[config.mk]
export PLATFORM = sky130hd
export DESIGN_NAME = quadrature_detent_counter
export DESIGN_NICKNAME = d
export VERILOG_FILES = /design/src/hdl/qdc_pkg.sv /design/src/hdl/qdc_front.sv /design/src/hdl/qdc_fifo.sv /design/src/hdl/qdc_back.sv /design/src/hdl/quadrature_detent_counter.sv
export SDC_FILE = /design/constraint.sdc
export NUM_CORES = 1
export LEC_CHECK = 0
export BUFFER_PORTS_ARGS = -buffer_cell sky130_fd_sc_hd__buf_2
export CORE_MARGIN = 2
export CORE_UTILIZATION = 65
export DETAILED_ROUTE_END_ITERATION = 8
export GPL_TIMING_DRIVEN = 0
export PLACE_DENSITY = 0.86
export SLEW_MARGIN = 10
export SYNTH_ARGS = -nofsm -noshare
export SYNTH_HDL_FRONTEND = slang
export SYNTH_HIERARCHICAL = 1
export SYNTH_SLANG_ARGS = --single-unit
export TNS_END_PERCENT = 10
[constraint.sdc]
create_clock -name clk_i -period 11.39 [get_ports clk_i]
set_input_delay 0 -clock clk_i [delete_from_list [all_inputs] [get_ports clk_i]]
set_output_delay 0 -clock clk_i [all_outputs]
set_load 0.005 [all_outputs]
[src/hdl/qdc_pkg.sv]
// Shared types, codes and constants of the quadrature detent counter.
package qdc_pkg;

  // Input function codes.
  typedef enum logic [1:0] {
    FUNC_SAMPLE  = 2'd0,
    FUNC_REPORT  = 2'd1,
    FUNC_OTHER   = 2'd2,
    FUNC_GET_REP = 2'd3
  } func_e;

  // Configuration register indexes.
  typedef enum logic [1:0] {
    CFG_REVERSE = 2'd0,
    CFG_LIMIT   = 2'd1,
    CFG_DETENT  = 2'd2,
    CFG_UNUSED  = 2'd3
  } cfg_idx_e;

  // Work codes passed from the front to the back.
  typedef enum logic [1:0] {
    OP_STEP   = 2'd0,
    OP_REPORT = 2'd1,
    OP_EMPTY  = 2'd2,
    OP_GET    = 2'd3
  } op_e;

  localparam int unsigned CfgIdxW  = 2;
  localparam int unsigned CfgDataW = 7;
  localparam int unsigned LimitW   = 7;
  localparam int unsigned DetentW  = 4;
  localparam int unsigned QcW      = 5;
  localparam int unsigned DeltaW   = 8;
  localparam int unsigned SeqW     = 8;

  localparam logic              ReverseRst = 1'b0;
  localparam logic [LimitW-1:0]  LimitRst   = 7'd120;
  localparam logic [DetentW-1:0] DetentRst  = 4'd4;

  localparam int unsigned QueueDepthDef = 2;

  typedef struct packed {
    logic [1:0] func;
    logic       pin_a;
    logic       pin_b;
  } in_item_t;

  typedef struct packed {
    logic                     empty_res;
    logic signed [DeltaW-1:0] delta;
    logic [SeqW-1:0]          sequence_res;
  } out_item_t;

  typedef struct packed {
    op_e               op;
    logic signed [1:0] step;
  } qdc_entry_t;

  typedef struct packed {
    logic               reverse;
    logic [LimitW-1:0]  limit;
    logic [DetentW-1:0] detent;
  } qdc_cfg_t;

  // Quarter steps per transition, indexed by {previous pins, new pins}.
  localparam logic signed [1:0] StepTable [16] = '{
     2'sd0, -2'sd1,  2'sd1,  2'sd0,
     2'sd1,  2'sd0,  2'sd0, -2'sd1,
    -2'sd1,  2'sd0,  2'sd0,  2'sd1,
     2'sd0,  2'sd1, -2'sd1,  2'sd0
  };

endpackage

[src/hdl/qdc_front.sv]
// Front end: accepts items, tracks the pin pair and classifies work for the back end.
module qdc_front import qdc_pkg::*; (
  input  logic       clk_i,
  input  logic       rst_ni,
  input  logic       accept_i,
  input  in_item_t   item_i,
  output logic       push_o,
  output qdc_entry_t entry_o
);

  logic [1:0] last_pins_q, last_pins_d;
  logic       seen_q, seen_d;
  logic [1:0] pins;

  assign pins = {item_i.pin_a, item_i.pin_b};

  always_comb begin
    last_pins_d   = last_pins_q;
    seen_d        = seen_q;
    push_o        = 1'b0;
    entry_o.op    = OP_STEP;
    entry_o.step  = StepTable[{last_pins_q, pins}];
    if (accept_i) begin
      unique case (func_e'(item_i.func))
        FUNC_SAMPLE: begin
          last_pins_d = pins;
          seen_d      = 1'b1;
          // first sample and unchanged pins cause no work
          push_o      = seen_q && (pins != last_pins_q);
        end
        FUNC_REPORT: begin
          push_o     = 1'b1;
          entry_o.op = OP_REPORT;
        end
        FUNC_OTHER: begin
          push_o     = 1'b1;
          entry_o.op = OP_EMPTY;
        end
        FUNC_GET_REP: begin
          push_o     = 1'b1;
          entry_o.op = OP_GET;
        end
        default: push_o = 1'b0;
      endcase
    end
  end

  always_ff @(posedge clk_i or negedge rst_ni) begin
    if (!rst_ni) begin
      last_pins_q <= 2'b00;
      seen_q      <= 1'b0;
    end else begin
      last_pins_q <= last_pins_d;
      seen_q      <= seen_d;
    end
  end

endmodule

[src/hdl/qdc_fifo.sv]
// Short register queue between the front and back ends.
module qdc_fifo import qdc_pkg::*; #(
  parameter int unsigned Depth = QueueDepthDef
) (
  input  logic       clk_i,
  input  logic       rst_ni,
  input  logic       push_i,
  input  qdc_entry_t entry_i,
  output logic       full_o,
  output logic       valid_o,
  output qdc_entry_t entry_o,
  input  logic       pop_i
);

  localparam int unsigned PtrW = (Depth > 1) ? $clog2(Depth) : 1;
  localparam int unsigned CntW = $clog2(Depth + 1);

  qdc_entry_t         mem_q [Depth];
  logic [PtrW-1:0]    wr_ptr_q, wr_ptr_d, rd_ptr_q, rd_ptr_d;
  logic [CntW-1:0]    count_q, count_d;
  logic               do_push, do_pop;

  assign full_o  = (count_q == CntW'(Depth));
  assign valid_o = (count_q != '0);
  assign entry_o = mem_q[rd_ptr_q];
  assign do_push = push_i && !full_o;
  assign do_pop  = pop_i && valid_o;

  always_comb begin
    wr_ptr_d = wr_ptr_q;
    rd_ptr_d = rd_ptr_q;
    count_d  = count_q;
    if (do_push) begin
      wr_ptr_d = (wr_ptr_q == PtrW'(Depth - 1)) ? '0 : wr_ptr_q + 1'b1;
    end
    if (do_pop) begin
      rd_ptr_d = (rd_ptr_q == PtrW'(Depth - 1)) ? '0 : rd_ptr_q + 1'b1;
    end
    if (do_push && !do_pop) begin
      count_d = count_q + 1'b1;
    end else if (do_pop && !do_push) begin
      count_d = count_q - 1'b1;
    end
  end

  always_ff @(posedge clk_i) begin
    if (do_push) begin
      mem_q[wr_ptr_q] <= entry_i;
    end
  end

  always_ff @(posedge clk_i or negedge rst_ni) begin
    if (!rst_ni) begin
      wr_ptr_q <= '0;
      rd_ptr_q <= '0;
      count_q  <= '0;
    end else begin
      wr_ptr_q <= wr_ptr_d;
      rd_ptr_q <= rd_ptr_d;
      count_q  <= count_d;
    end
  end

endmodule

[src/hdl/qdc_back.sv]
// Back end: quarter-step and detent counting, report generation and output register.
module qdc_back import qdc_pkg::*; (
  input  logic       clk_i,
  input  logic       rst_ni,
  input  qdc_cfg_t   cfg_i,
  input  logic       valid_i,
  input  qdc_entry_t entry_i,
  output logic       pop_o,
  output logic       out_valid_o,
  input  logic       out_ready_i,
  output out_item_t  out_item_o
);

  logic signed [QcW-1:0]    qc_q, qc_d, qc_sum, det, det_neg;
  logic signed [DeltaW-1:0] pend_q, pend_d, lim, lim_neg;
  logic [SeqW-1:0]          seq_q, seq_d;
  logic [DeltaW+SeqW-1:0]   last_q, last_d;
  logic                     ov_q, ov_d;
  out_item_t                out_q, out_d;
  logic                     out_free, up, dn, inc, dec;

  assign out_free = !ov_q || out_ready_i;
  assign pop_o    = valid_i && ((entry_i.op == OP_STEP) || out_free);

  assign qc_sum  = qc_q + $signed({{(QcW-2){entry_i.step[1]}}, entry_i.step});
  // zero detent acts as one
  assign det     = $signed({1'b0, (cfg_i.detent == '0) ? DetentW'(1) : cfg_i.detent});
  assign det_neg = -det;
  assign up      = (qc_sum >= det);
  assign dn      = (qc_sum <= det_neg);
  assign inc     = (up && !cfg_i.reverse) || (dn && cfg_i.reverse);
  assign dec     = (up && cfg_i.reverse) || (dn && !cfg_i.reverse);
  assign lim     = $signed({1'b0, cfg_i.limit});
  assign lim_neg = -lim;

  always_comb begin
    qc_d   = qc_q;
    pend_d = pend_q;
    seq_d  = seq_q;
    last_d = last_q;
    ov_d   = ov_q && !out_ready_i;
    out_d  = out_q;
    if (pop_o) begin
      unique case (entry_i.op)
        OP_STEP: begin
          qc_d = (up || dn) ? '0 : qc_sum;
          if (inc && (pend_q < lim)) begin
            pend_d = pend_q + 1'b1;
          end else if (dec && (pend_q > lim_neg)) begin
            pend_d = pend_q - 1'b1;
          end
        end
        OP_REPORT: begin
          pend_d             = '0;
          seq_d              = seq_q + 1'b1;
          last_d             = {seq_q, pend_q};
          ov_d               = 1'b1;
          out_d.empty_res    = 1'b0;
          out_d.delta        = pend_q;
          out_d.sequence_res = seq_q;
        end
        OP_EMPTY: begin
          ov_d               = 1'b1;
          out_d.empty_res    = 1'b1;
          out_d.delta        = '0;
          out_d.sequence_res = '0;
        end
        OP_GET: begin
          ov_d               = 1'b1;
          out_d.empty_res    = 1'b0;
          out_d.delta        = $signed(last_q[DeltaW-1:0]);
          out_d.sequence_res = last_q[DeltaW+SeqW-1:DeltaW];
        end
        default: ov_d = ov_q && !out_ready_i;
      endcase
    end
  end

  always_ff @(posedge clk_i or negedge rst_ni) begin
    if (!rst_ni) begin
      qc_q   <= '0;
      pend_q <= '0;
      seq_q  <= '0;
      last_q <= '0;
      ov_q   <= 1'b0;
    end else begin
      qc_q   <= qc_d;
      pend_q <= pend_d;
      seq_q  <= seq_d;
      last_q <= last_d;
      ov_q   <= ov_d;
    end
  end

  always_ff @(posedge clk_i) begin
    out_q <= out_d;
  end

  assign out_valid_o = ov_q;
  assign out_item_o  = out_q;

endmodule

[src/hdl/quadrature_detent_counter.sv]
// Top level of the quadrature detent counter with polled relative report.
//
//   channel  direction  handshake                 payload
//   in       input      in_valid_i / in_ready_o   in_item_i (func, pin_a, pin_b)
//   out      output     out_valid_o / out_ready_i out_item_o (empty_res, delta, sequence_res)
//   cfg      input      cfg_valid_i / cfg_ready_o cfg_index_i, cfg_data_i
//
// One item per cycle sustained while the queue has room. A poll result
// passes through the queue entry, written at the accepting edge, and then
// the output register, written once the back end can retire it.
// Reset clears all counters, the last report and the queue.
// A stalled output holds its result while the queue keeps taking items; the
// input stalls only when the queue is full.
module quadrature_detent_counter import qdc_pkg::*; #(
  parameter int unsigned QueueDepth = QueueDepthDef
) (
  input  logic                clk_i,
  input  logic                rst_ni,
  input  logic                in_valid_i,
  output logic                in_ready_o,
  input  in_item_t            in_item_i,
  output logic                out_valid_o,
  input  logic                out_ready_i,
  output out_item_t           out_item_o,
  input  logic                cfg_valid_i,
  output logic                cfg_ready_o,
  input  logic [CfgIdxW-1:0]  cfg_index_i,
  input  logic [CfgDataW-1:0] cfg_data_i
);

  qdc_cfg_t   cfg_q, cfg_d;
  logic       in_accept, push, full, q_valid, pop;
  qdc_entry_t push_entry, head_entry;

  // Configuration is always writable; unknown indexes are dropped.
  assign cfg_ready_o = 1'b1;

  always_comb begin
    cfg_d = cfg_q;
    if (cfg_valid_i) begin
      unique case (cfg_idx_e'(cfg_index_i))
        CFG_REVERSE: cfg_d.reverse = cfg_data_i[0];
        CFG_LIMIT:   cfg_d.limit   = cfg_data_i[LimitW-1:0];
        CFG_DETENT:  cfg_d.detent  = cfg_data_i[DetentW-1:0];
        CFG_UNUSED:  cfg_d         = cfg_q;
        default:     cfg_d         = cfg_q;
      endcase
    end
  end

  always_ff @(posedge clk_i or negedge rst_ni) begin
    if (!rst_ni) begin
      cfg_q.reverse <= ReverseRst;
      cfg_q.limit   <= LimitRst;
      cfg_q.detent  <= DetentRst;
    end else begin
      cfg_q <= cfg_d;
    end
  end

  // Front takes an item whenever the queue has room.
  assign in_ready_o = !full;
  assign in_accept  = in_valid_i && in_ready_o;

  qdc_front u_front (
    .clk_i    (clk_i),
    .rst_ni   (rst_ni),
    .accept_i (in_accept),
    .item_i   (in_item_i),
    .push_o   (push),
    .entry_o  (push_entry)
  );

  qdc_fifo #(
    .Depth (QueueDepth)
  ) u_fifo (
    .clk_i   (clk_i),
    .rst_ni  (rst_ni),
    .push_i  (push),
    .entry_i (push_entry),
    .full_o  (full),
    .valid_o (q_valid),
    .entry_o (head_entry),
    .pop_i   (pop)
  );

  // Back end retires step work every cycle, poll work when the output frees.
  qdc_back u_back (
    .clk_i       (clk_i),
    .rst_ni      (rst_ni),
    .cfg_i       (cfg_q),
    .valid_i     (q_valid),
    .entry_i     (head_entry),
    .pop_o       (pop),
    .out_valid_o (out_valid_o),
    .out_ready_i (out_ready_i),
    .out_item_o  (out_item_o)
  );

endmodule

* Word level (Yosys, flattened, before mapping)
Memories as Yosys holds them, arrays and structs flattened. Cells that the tools add are included.
Storage, ports and cells: bits in registers 74, memory bits (writable) 8, ROM bits 32, bits of input ports 18, output and inout bits 20, memories kept 2
Memories:
- (name not given) | depth 16, width 2, rd ports 1, clocked after Yosys merged registers in 0, wr ports 0, RTL line qdc_front.sv:22 | entry_o.step = StepTable[{last_pins_q, pins}];
- u_fifo.mem_q | depth 2, width 4, rd ports 1, clocked after Yosys merged registers in 0, wr ports 1, RTL line qdc_fifo.sv:18 | qdc_entry_t mem_q [Depth];
Cells by class: add/sub/neg operators 10, $lt $le $gt $ge 5, eq/ne operators 11, multiplexer cells 20, bitwise gates (word level) 1, reductions and logical operators 43
Operators by type and width (number):
- case mux 17 bit (3 select lines) | 1
- adder 8 x 1 -> 8 bit, second input constant | 2
- 2-to-1 mux 8 bit | 2
- case mux 8 bit (2 select lines) | 1
- logical AND 1 bit | 14
- AND reduction 2 bit | 7
- equality test 2 bit, second input constant | 6
- 2-to-1 mux 2 bit | 5
- > comparator 8 bit | 1
- < comparator 8 bit | 1
- negator 7 -> 8 bit | 1
- subtractor 8 x 1 -> 8 bit, second input constant | 1
- 2-to-1 mux 1 bit | 7
- equality test 2 x 1 -> 1 bit, second input constant | 3
- zero test 1 bit | 6
- zero test 2 bit | 3
- case mux 2 bit (3 select lines) | 1
- nonzero test 2 bit | 3
- OR reduction 3 bit | 2
- adder 5 x 2 -> 5 bit | 1
- greater-or-equal comparator 5 bit | 1
- greater-or-equal comparator 5 bit, second input constant | 1
- <= comparator 5 bit | 1
- logical OR 1 bit | 5
- 13 further kinds | 14

* Longest topological paths before layout
Gate-level depths: netlist of run 1.
depth in word-level cells 10, depth in mapped cells 20, depth with buffers taken out 20

* By module
The synthesis of run 1 kept the hierarchy.
Modules (own cells, without submodules):
- qdc_back | times used 1, cells each 347, area an instance 3405.8 µm²
- quadrature_detent_counter | times used 1, cells each 31, area an instance 498.0 µm²
- qdc_fifo | times used 1, cells each 31, area an instance 495.5 µm²
- qdc_front | times used 1, cells each 23, area an instance 251.5 µm²

* Worst setup path before layout of run 1
OpenSTA, ideal clock, no wires.
kind register to register, start point register u_fifo.rd_ptr_q, end point register u_back.pend_q[7], arrival time 4.288 ns, data required time 11.311 ns, slack 7.023 ns, stages on the path, launching flop included 20, path buffers 0, period minus slack after synthesis 4.367 ns, cells stage by stage dfrtp_1 > mux2_1 > ha_1 > a21o_1 > a21oi_1 > xnor2_1 > ha_1 > o21a_1 > o31ai_2 > a211oi_2 > o32ai_2 > and2_4 > inv_1 > ha_1 > a21oi_1 > nor2_1 > a311oi_1 > a21oi_1 > or4_1 > a2bb2oi_1
RTL lines:
- start: declaration | RTL line qdc_fifo.sv:19 | logic [PtrW-1:0] wr_ptr_q, wr_ptr_d, rd_ptr_q, rd_ptr_d;
- start signal: assignment | RTL line qdc_fifo.sv:59 | rd_ptr_q <= rd_ptr_d;
- end signal: assignment | RTL line qdc_back.sv:88 | pend_q <= pend_d;
- end: declaration | RTL line qdc_back.sv:15 | logic signed [DeltaW-1:0] pend_q, pend_d, lim, lim_neg;

==> out/results.ini, run 1 <==
[sta]
maxSlewViolCount = 0
finalSetupTns_ps = 0
finClkSkew_ps = 12.8
setup_viol = 0
hold_violations = 0
period_share_pct = 43.9
final_period_minus_worst_setup_slack_ps = 5000
fmax_ghz = 0.200
rsz0062_at_grt = false
maxSlewHeadroom_pct = 42.5
worst_pin_slew_ps = 861

[logic_synthesis]
synthDistinctLibCells = 64
synth-simple-area-share_pct = 12.6
ys_top_cells_by_area = dfrtp_1 (28%), edfxtp_1 (16%), ha_1 (11%), o21ai_0 (4.4%), xnor2_1 (4.3%)
syn_area_sq_um = 4650
synth_top_family_by_area = compound AO/OA/AOI/OAI gates
yosysTopAreaCell = dfrtp_1
synthesis.nets = 492
synthMuxAreaShare_pct = 5.41
synthCells = 432
synthAdderAreaFrac_pct = 11.6
ys_ff_latch = 82
synth-edff-count = 25
yosysWarnings = 6
ys.flop_type = dfrtp_1
postSynth.asyncResetShare_pct = 69.5
synth-compound-area-share_pct = 12.7
post_synth.cell_area_avg_sq_um = 10.8
synth.top_cell.area_share_pct = 28.0
yosysSeqAreaShare_pct = 46.9
synth_xor_xnor_area_share_pct = 5.84

[floorplan]
core_sq_um = 6870
die_w_um = 88.6
io_pins = 38
dieHeight_um = 88.6
dieArea_sq_um = 7850
start_util_pct = 67.7
fp-row-count = 30

[clocking]
clk_pin_slew_ps = 90
cts_htree_levels = 3
cts_resized = 0
holdBufCountCts = 12
clk_latency_ps = 350
numCtsBuffers = 9
cts_setup_buffers = 0
cts.sinks = 82
root_buffer = clkbuf_8
tritoncts = done
ctsLongestPathBuffers = 2

[global_route]
grt-ovfl-total = 0
gr-usage-met2_pct = 44.5
grt_max_degree = 58
use_met1_pct = 34.3
grt_pass1_vias = 3468
grt_pass1_wl_um = 15900
grt_use_total_pct = 26.5
use_met3_pct = 4.94
grt-busiest-layer = met2
grt_antenna_before_repair = 0

[route]
finalWirelength_um = 9500
dr_total_vias = 3483
postRouteAntennaNets = 0
drc = 0
dr.pass1.iters = 4
wl_per_cell_um = 16.1
via_per_inst = 5.88
drtIter0Drc = 272

[layout]
layoutNonFillerInstCount = 592
areaGrowthSynthToFinish_pct = 13.5
drive_gt1_share_pct = 18.3
post-route-util_pct = 76.8
antenna_cells = 0
fill_cells = 436
layout.nets = 551
final_area_sq_um = 5280

[power]
p_total_uw = 1660
clkPwrFrac_pct = 12.9
p_per_area_nw_per_um2 = 315
seqPwrFrac_pct = 31.8
leakage_uw = 0.00241
p_sw_uw = 708
sw_frac_of_total_pct = 42.6
p_int_uw = 954
ir_drop_mv = 0.219
p_comb_share_pct = 55.3

[worst_hold_path]
min_path_type = primary input to flip-flop
hold_depth = 3

[worst_setup_path]
critPathKind = flip-flop to flip-flop
cp.required_ps = 11670
cp-end-kind = flip-flop
path_max_fanout = 6
crit_chain = mux2_1 > ha_1 > fa_1 > xor2_1 > ha_1 > o21a_1 > o31ai_2 > a211oi_2 > o32ai_2 > and2_4 > inv_1 > ha_1 > a21oi_1 > nor2_1 > a311oi_1 > a21oi_1 > or4_1 > a2bb2oi_1
cpMostUsedCell = ha_1
arrival_ps = 5280
cpMaxStageDelayCell = dfrtp_1
start_kind = flip-flop
max_stage_delay_ps = 490
ff2ff_path_depth = 18

[placed_design]
gp_congestion = 0.813
portBuffers = 36
dp_hpwl_um = 6750
placed_cell_area_sq_um = 4950
place_inst = 564

[outcome]
status = finished clean

[flow_run]
maxCapViolations = 0

[area by class of cell]
type                            count  area, sq um  share of cell area (%)
Timing Repair Buffer               48          303                    5.74
Sequential cell                    82         2180                    41.4
Clock buffer                        9          124                    2.35
Buffer                             11         55.1                    1.04
Inverter                           44          165                    3.13
Tap cell                           96          120                    2.28
Multi-Input combinational cell    295         2250                    42.6
Clock inverter                      7         76.3                    1.45
[placed cells by master (no fill, tap or decap), types with 5 or more instances in the layout]
cell and count:
dfrtp_1 52, inv_1 44, o21ai_0 41, ha_1 40, buf_2 35, nand2_1 35, edfxtp_1 25, xnor2_1 23
nor2_1 20, mux2_2 15, dlygate4sd3_1 12, clkbuf_8 10, nand3_1 10, a21oi_1 9, clkbuf_1 9, xor2_1 8
a22o_1 8, nor2b_1 6, nor3_1 6, dfstp_2 5, nand2b_1 5
[state kept, by name, indices dropped and copies added (netlist names), 2 cells and up]
register and cells:
u_back/pend_q 8, u_back/out_item_o 17, u_fifo/count_q 2, u_fifo/mem_q 8
cfg_q 12, u_back/qc_q 5, u_front/last_pins_q 2, u_back/last_q 16
u_back/seq_q 8
[worst paths after layout]
path                                             start                                  to  slack (ps)
setup / recovery           u_fifo/rd_ptr_q$_DFFE_PN0P_        u_back/pend_q[7]$_DFFE_PN0P_        6390
setup reg to reg           u_fifo/rd_ptr_q$_DFFE_PN0P_        u_back/pend_q[7]$_DFFE_PN0P_        6390
hold / removal                             out_ready_i        u_back/out_valid_o$_DFF_PN0_          40
hold reg to reg             u_front/seen_q$_DFFE_PN0P_          u_front/seen_q$_DFFE_PN0P_         480
min in group asynchronous                       rst_ni          u_back/qc_q[1]$_DFFE_PN0P_         230
max in group asynchronous                       rst_ni  u_front/last_pins_q[0]$_DFFE_PN0P_       10650
[critical path, delay by kind of cell (launching register included)]
family / cells / cell delay, ps
adders and majority gates: 4 / 1340
DFF: 1 / 490
and+or+nand+nor: 3 / 730
muxes: 1 / 360
AOI/OAI and AO/OA: 8 / 1590
buffers and inverters: 1 / 120
xor gates and xnor gates: 1 / 300
[power groups by stage]
stage                     Clock (uW)  Combinational [uW]  Sequential [uW]
after global placement             0                 842              524
final                            214                 920              529
after floorplan                    0                 687              515
after global routing             230                1010              543
after detailed placement           0                 894              534
after CTS                        217                 909              528
[logic make-up after synthesis]
logic type,after synthesis
AOI/OAI and AO/OA,87
xor gates and xnor gates,31
adders and majority gates,42
buffers and inverters,55
DFF,82
muxes,21
other,1
and+or+nand+nor,113
[cells in the mapped netlist (2+ instances only)]
cell type and instances:
nand3_1 10, nor3b_1 4, a21o_1 4, ha_1 40, nand2_1 35, dfrtp_1 52
nor3_1 6, a2111o_1 2, mux2_2 15, xnor2_1 23, dfstp_2 5, o21a_1 2
xor2_1 8, fa_1 2, a21oi_1 9, inv_1 44, and3_1 3, nor2_1 21
nor2b_1 6, nor4_1 4, a22o_1 8, o21ai_0 41, edfxtp_1 25, and4_1 2
mux2_1 4, nand2b_1 5, clkbuf_1 9, a21oi_2 2, nand4_1 3, and2_1 3
or2_2 2
[per-layer routing]
| metal | vias to the layer above | part of all wire [%] |
|---|---|---|
| li1 | 1641 | - |
| met5 | - | 0 |
| met1 | 1715 | 43 |
| met2 | 108 | 51 |
| met4 | 0 | 1.8 |
| met3 | 19 | 4.3 |
[through the flow]
stage / hold WS [ps] / setup WS, ps
after floorplan: -296 / 7020
after global placement: 235 / 6620
after detailed placement: 116 / 6460
after CTS: 14.1 / 6410
after global routing: 58.0 / 6140
final: 37.4 / 6390
Power figures use the tool's default switching activity.
==> run 2: changes to the inputs <==
- CORE_UTILIZATION: 65 -> 54
- PLACE_DENSITY: 0.86 -> 0.76
- clock period: 11.39 -> 4.25 ns (I/O delays scaled with it)
==> out/results.ini, run 2 (synthesized netlist as in run 1, its figures left out) <==
[worst_setup_path]
start_kind = flip-flop  ; unchanged
max_stage_delay_ps = 450  ; was 490 ps
cp_top_family = compound AO/OA/AOI/OAI gates  ; unchanged
rr_startpoint = u_fifo/rd_ptr_q$_DFFE_PN0P_  ; unchanged
cpMostUsedCell = ha_4  ; was ha_1
ff2ff_path_depth = 19  ; was 18
r2r_setup_slack_ps = -130  ; was 6390 ps
critPathKind = flip-flop to flip-flop  ; unchanged
cpMaxStageDelayCell = dfrtp_2  ; was dfrtp_1
path_buf_inv = 2  ; was 1
r2r-end = u_back/pend_q[7]$_DFFE_PN0P_  ; unchanged
path_max_fanout = 6  ; unchanged
arrival_ps = 4670  ; was 5280 ps
cp-end-kind = flip-flop  ; unchanged
cp.depth = 19  ; was 18
cp.required_ps = 4540  ; was 11670 ps
crit_chain = mux2_4 > ha_4 > fa_2 > nand3_2 > and3_4 > nor2_4 > ha_4 > inv_2 > a211oi_4 > o32ai_4 > and2_4 > inv_8 > ha_4 > a21oi_2 > nor2_2 > a311oi_2 > a21oi_2 > or4_1 > a2bb2oi_1  ; was mux2_1 > ha_1 > fa_1 > xor2_1 > ha_1 > o21a_1 > o31ai_2 > a211oi_2 > o32ai_2 > and2_4 > inv_1 > ha_1 > a21oi_1 > nor2_1 > a311oi_1 > a21oi_1 > or4_1 > a2bb2oi_1

[floorplan]
start_util_pct = 56.0  ; was 67.7%
die_w_um = 96.8  ; was 88.6 um
io_pins = 38  ; unchanged
fp-row-count = 33  ; was 30
dieArea_sq_um = 9370  ; was 7850 sq um
core_sq_um = 8300  ; was 6870 sq um
dieHeight_um = 96.8  ; was 88.6 um

[layout]
antenna_cells = 0  ; unchanged
final_common_cell = dfrtp_1  ; unchanged
areaGrowthSynthToFinish_pct = 23.3  ; was 13.5%
multi_input_area_sq_um = 2510  ; was 2250 sq um
layoutNonFillerInstCount = 628  ; was 592
seqCellArea_sq_um = 2180  ; about the same
final_area_sq_um = 5730  ; was 5280 sq um
drive_gt1_share_pct = 29.4  ; was 18.3%
largest_reg_flops = 17  ; unchanged
layout_common_cells = dfrtp_1 (51), inv_1 (42), o21ai_0 (38), buf_2 (35), nand2_1 (34)  ; was dfrtp_1 (52), inv_1 (44), o21ai_0 (41), ha_1 (40)
layout.nets = 578  ; was 551
fill_cells = 615  ; was 436

[sta]
worst_pin_slew_ps = 819  ; was 861 ps
maxSlewViolCount = 0  ; unchanged
maxSlewHeadroom_pct = 45.3  ; was 42.5%
setup_viol = 5  ; was 0
final_period_minus_worst_setup_slack_ps = 4380  ; was 5000 ps
layout_setup_ws_ps = -133  ; was 6390 ps
finalSetupTns_ps = -299  ; was 0 ps
finClkSkew_ps = 12.8  ; about the same
holdWs_ps = 28.2  ; was 37.4 ps
rsz0062_at_grt = true  ; was false
period_share_pct = 103  ; was 43.9%
fmax_ghz = 0.228  ; was 0.200 GHz
hold_violations = 0  ; unchanged

[route]
finalWirelength_um = 10200  ; was 9500 um
routed.top_layer = met4  ; unchanged
dr_total_vias = 3518  ; was 3483
routed-wl-met2_um = 5310  ; was 4870 um
via_per_inst = 5.60  ; was 5.88
dr.pass1.iters = 5  ; was 4
wl_met3_um = 440  ; was 407 um
drc = 0  ; unchanged
postRouteAntennaNets = 0  ; unchanged
drtIter0Drc = 228  ; was 272
wl_per_cell_um = 16.3  ; was 16.1 um
drt-met1-wl_um = 4210  ; was 4050 um

[global_route]
grt_use_total_pct = 21.8  ; was 26.5%
grt_pass1_vias = 3585  ; was 3468
grt_antenna_before_repair = 0  ; unchanged
grt_max_degree = 58  ; unchanged
grt-ovfl-total = 0  ; unchanged
grt_pass1_wl_um = 16900  ; was 15900 um

[worst_hold_path]
hold_depth = 3  ; unchanged
min_path_type = primary input to flip-flop  ; unchanged
worstHoldStart = out_ready_i  ; unchanged
holdPathEnd = u_back/out_valid_o$_DFF_PN0_  ; unchanged

[clocking]
numCtsBuffers = 9  ; unchanged
clk_pin_slew_ps = 90  ; about the same
tritoncts = done  ; unchanged
clk_latency_ps = 360  ; was 350 ps
ctsLongestPathBuffers = 2  ; unchanged
cts.sinks = 82  ; unchanged
cts_htree_levels = 3  ; unchanged
root_buffer = clkbuf_8  ; unchanged

[placed_design]
gp_congestion = 0.830  ; was 0.813
dp_hpwl_um = 6530  ; was 6750 um
place_inst = 573  ; was 564
placed_cell_area_sq_um = 4980  ; was 4950 sq um
portBuffers = 36  ; unchanged

[outcome]
status = finished, violations left  ; was finished clean
violations = setup timing

[flow_run]
maxCapViolations = 0  ; unchanged

[run 2: area by class of cell]
class	instances	share of cell area [%]
sequential	82	38.1
multi-input combinational	295	43.7
clock inverter	5	0.655
inverter	44	3.01
tap	105	2.29
timing repair buffer	75	8.82
clock buffer	11	2.47
buffer	11	0.960
[run 2: per-stage QoR]
step	worst slack [ps]	util, %
global placement	-317	60.0
CTS	4.66	67.7
detailed placement	-391	60.0
floorplan	33.4	-
finish	-133	69.1
global route	-258	69.1
[run 2: how the worst max path moves through the flow]
stage                                               to                   startpoint  slack (ps)
after floorplan           u_back/pend_q[7]$_DFFE_PN0P_  u_fifo/rd_ptr_q$_DFFE_PN0P_          30
after global placement    u_back/pend_q[7]$_DFFE_PN0P_  u_fifo/rd_ptr_q$_DFFE_PN0P_        -320
after detailed placement  u_back/pend_q[7]$_DFFE_PN0P_  u_fifo/rd_ptr_q$_DFFE_PN0P_        -390
after CTS                 u_back/pend_q[7]$_DFFE_PN0P_  u_fifo/rd_ptr_q$_DFFE_PN0P_           5
after global routing      u_back/pend_q[7]$_DFFE_PN0P_  u_fifo/rd_ptr_q$_DFFE_PN0P_        -260
final                     u_back/pend_q[7]$_DFFE_PN0P_  u_fifo/rd_ptr_q$_DFFE_PN0P_        -130
[run 2: repair_timing]
action,4_1_cts,5_1_grt
endpoints found under the hold margin,71,0
pin swaps,17,17
setup endpoints to repair,3,7
gates cloned,0,0
gates resized for setup,28,20
hold buffers,12,0
buffers inserted,23,4
[run 2: worst min-delay path, cell delays in order]
cell	delay, ps
buf_2	100
nand2b_1	140
o21ai_0	100
[run 2: routing by layer]
metal  global-route usage (%)  up-vias
met5                        0        -
met4                     8.45        0
met3                     3.54       24
met2                     37.8      113
met1                     27.2     1702
li1                         -     1679
Power of run 2 is left out: the tool's default activity adds up to more than one toggle a clock period on the data nets, which glitch-free logic cannot reach.
==> run 3: changes to the inputs <==
- BUFFER_PORTS_ARGS: -buffer_cell sky130_fd_sc_hd__buf_2 -> not set
- CORE_UTILIZATION: 54 -> 58
- DONT_BUFFER_PORTS: not set -> 1
==> out/results.ini, run 3 (synthesized netlist as in run 1, its figures left out) <==
[layout]
final_common_cell = dfrtp_1  ; unchanged
largest_reg_flops = 17  ; unchanged
post-route-util_pct = 72.0  ; was 69.1%
antenna_cells = 0  ; unchanged
layoutNonFillerInstCount = 591  ; was 628
areaGrowthSynthToFinish_pct = 20.3  ; was 23.3%
layout.nets = 544  ; was 578
layout_common_cells = dfrtp_1 (51), inv_1 (43), o21ai_0 (41), nand2_1 (34), ha_1 (31)  ; was dfrtp_1 (51), inv_1 (42), o21ai_0 (38), buf_2 (35), nand2_1 (34)
fill_cells = 520  ; was 615
drive_gt1_share_pct = 21.7  ; was 29.4%

[worst_setup_path]
critPathKind = flip-flop to flip-flop  ; unchanged
r2r-end = u_back/pend_q[5]$_DFFE_PN0P_  ; was u_back/pend_q[7]$_DFFE_PN0P_
cp-end-kind = flip-flop  ; unchanged
crit_end = u_back/pend_q[5]$_DFFE_PN0P_  ; was u_back/pend_q[7]$_DFFE_PN0P_
arrival_ps = 4590  ; was 4670 ps
path_max_fanout = 5  ; was 6
crit_path_start = u_fifo/rd_ptr_q$_DFFE_PN0P_  ; unchanged
rr_startpoint = u_fifo/rd_ptr_q$_DFFE_PN0P_  ; unchanged
cp.required_ps = 4500  ; was 4540 ps
ff2ff_path_depth = 18  ; was 19
r2r_setup_slack_ps = -90  ; was -130 ps
start_kind = flip-flop  ; unchanged

[route]
via_per_inst = 5.83  ; was 5.60
finalWirelength_um = 10100  ; was 10200 um
wl_per_cell_um = 17.0  ; was 16.3 um
drc = 0  ; unchanged
dr.pass1.iters = 5  ; unchanged
postRouteAntennaNets = 0  ; unchanged
drtIter0Drc = 249  ; was 228
dr_total_vias = 3443  ; was 3518

[clocking]
root_buffer = clkbuf_8  ; unchanged
cts.sinks = 82  ; unchanged
tritoncts = done  ; unchanged
numCtsBuffers = 9  ; unchanged
clk_latency_ps = 360  ; about the same
cts_htree_levels = 3  ; unchanged
clk_pin_slew_ps = 90  ; about the same
ctsLongestPathBuffers = 2  ; unchanged

[worst_hold_path]
min_path_type = primary input to flip-flop  ; unchanged

[power]
leakage_uw = 0.00244
ir_drop_mv = 0.420
p_per_area_nw_per_um2 = 939

[floorplan]
die_w_um = 93.5  ; was 96.8 um
dieArea_sq_um = 8750  ; was 9370 sq um
core_sq_um = 7770  ; was 8300 sq um
io_pins = 38  ; unchanged
dieHeight_um = 93.5  ; was 96.8 um
start_util_pct = 59.9  ; was 56.0%
fp-row-count = 32  ; was 33

[flow_run]
maxCapViolations = 0  ; unchanged

[sta]
layout_setup_ws_ps = -91.7  ; was -133 ps
setup_viol = 2  ; was 5
maxSlewViolCount = 0  ; unchanged
period_share_pct = 102  ; was 103%
final_period_minus_worst_setup_slack_ps = 4340  ; was 4380 ps
maxSlewHeadroom_pct = 43.0  ; was 45.3%
fmax_ghz = 0.230  ; was 0.228 GHz
rsz0062_at_grt = true  ; unchanged
finClkSkew_ps = 7.12  ; was 12.8 ps
worst_pin_slew_ps = 853  ; was 819 ps
hold_violations = 0  ; unchanged

[placed_design]
portBuffers = 0  ; was 36
place_inst = 534  ; was 573
gp_congestion = 0.884  ; was 0.830
dp_hpwl_um = 6610  ; was 6530 um

[global_route]
grt_use_total_pct = 24.4  ; was 21.8%
grt-ovfl-total = 0  ; unchanged
grt_max_degree = 58  ; unchanged
grt_antenna_before_repair = 0  ; unchanged
grt_pass1_vias = 3424  ; was 3585
grt_pass1_wl_um = 16500  ; was 16900 um

[outcome]
status = finished, violations left  ; unchanged
violations = setup timing  ; unchanged

## run 3: changes by cell type in the layout (fill, tap and decap cells not counted), sizes merged
cell,before,now
clkbuf,21,19
buf,64,22
clkinvlp,2,0
dlygate4sd3,12,20
inv,46,48
bufinv,0,2
## run 3: report_power, final
group | internal (uW) | switching, uW | leakage (uW)
logic | 1530 | 1620 | 0.00139
registers | 1200 | 251 | 0.000935
clock network | 342 | 312 | 0.000117
total | 3070 | 2180 | 0.00244
## run 3: final cells by class
cell class	count	area, sq um	share of cell area, %
inverter	44	173	3.09
multi-input combinational	295	2440	43.7
clock buffer	9	124	2.21
tap	102	128	2.28
clock inverter	7	106	1.90
buffer	11	55.1	0.984
timing repair buffer	41	382	6.82
sequential	82	2180	39.1
## run 3: worst min-delay path by stage
stage,start,endpoint,slack (ps),cells past startpoint
after floorplan,rst_ni,cfg_q[0]$_DFFE_PN0P_,-300,0
after global placement,rst_ni,cfg_q[6]$_DFFE_PN0P_,-290,0
after detailed placement,rst_ni,cfg_q[6]$_DFFE_PN0P_,-290,0
after CTS,cfg_index_i[1],cfg_q[0]$_DFFE_PN0P_,3,2
after global routing,cfg_index_i[1],cfg_q[0]$_DFFE_PN0P_,30,2
final,cfg_index_i[1],cfg_q[3]$_DFFE_PN0P_,10,2
## run 3: metal layers
layer	part of all wire, %	track usage (%)	vias to the layer above	routed length (um)
li1	-	-	1618	-
met1	44	31.7	1701	4410
met2	50	41.5	109	5080
met3	4.4	5.00	15	439
met4	1.4	7.25	0	146
met5	0	0	-	0
## run 3: critical path, stage by stage, from the launching register on
cell,delay (ps)
dfrtp_2,450
mux2_4,340
buf_4,150
fa_2,640
buf_6,130
ha_4,180
a2111o_1,450
nand2_2,100
o32ai_2,90
and2_4,200
inv_8,90
ha_4,210
a21oi_2,120
nor2_1,60
a311oi_2,350
buf_4,180
xor2_1,150
nor2_1,70
mux2_4,260
## run 3: per-stage QoR
step | TNS [ps] | hold WS, ps | worst slack (ps) | power (uW) | area [sq um]
after floorplan | 0 | -296 | 33.4 | 3270 | 4670
after global placement | -422 | -294 | -282 | 3630 | 4800
after detailed placement | -773 | -294 | -385 | 3770 | 4800
after CTS | -14.5 | 3.25 | -14.5 | 5050 | 5550
after global routing | -575 | 31.2 | -234 | 5610 | 5590
final | -168 | 11.9 | -91.7 | 5250 | 5590
## run 3: what timing repair did
| item | 4_1_cts | 5_1_grt |
|---|---|---|
| hold buffers | 21 | 0 |
| pin swaps | 20 | 7 |
| gates resized for setup | 30 | 3 |
| gates cloned | 0 | 0 |
| endpoints found under the setup margin | 3 | 4 |
| endpoints found under the hold margin | 77 | 0 |
| buffers inserted | 16 | 4 |
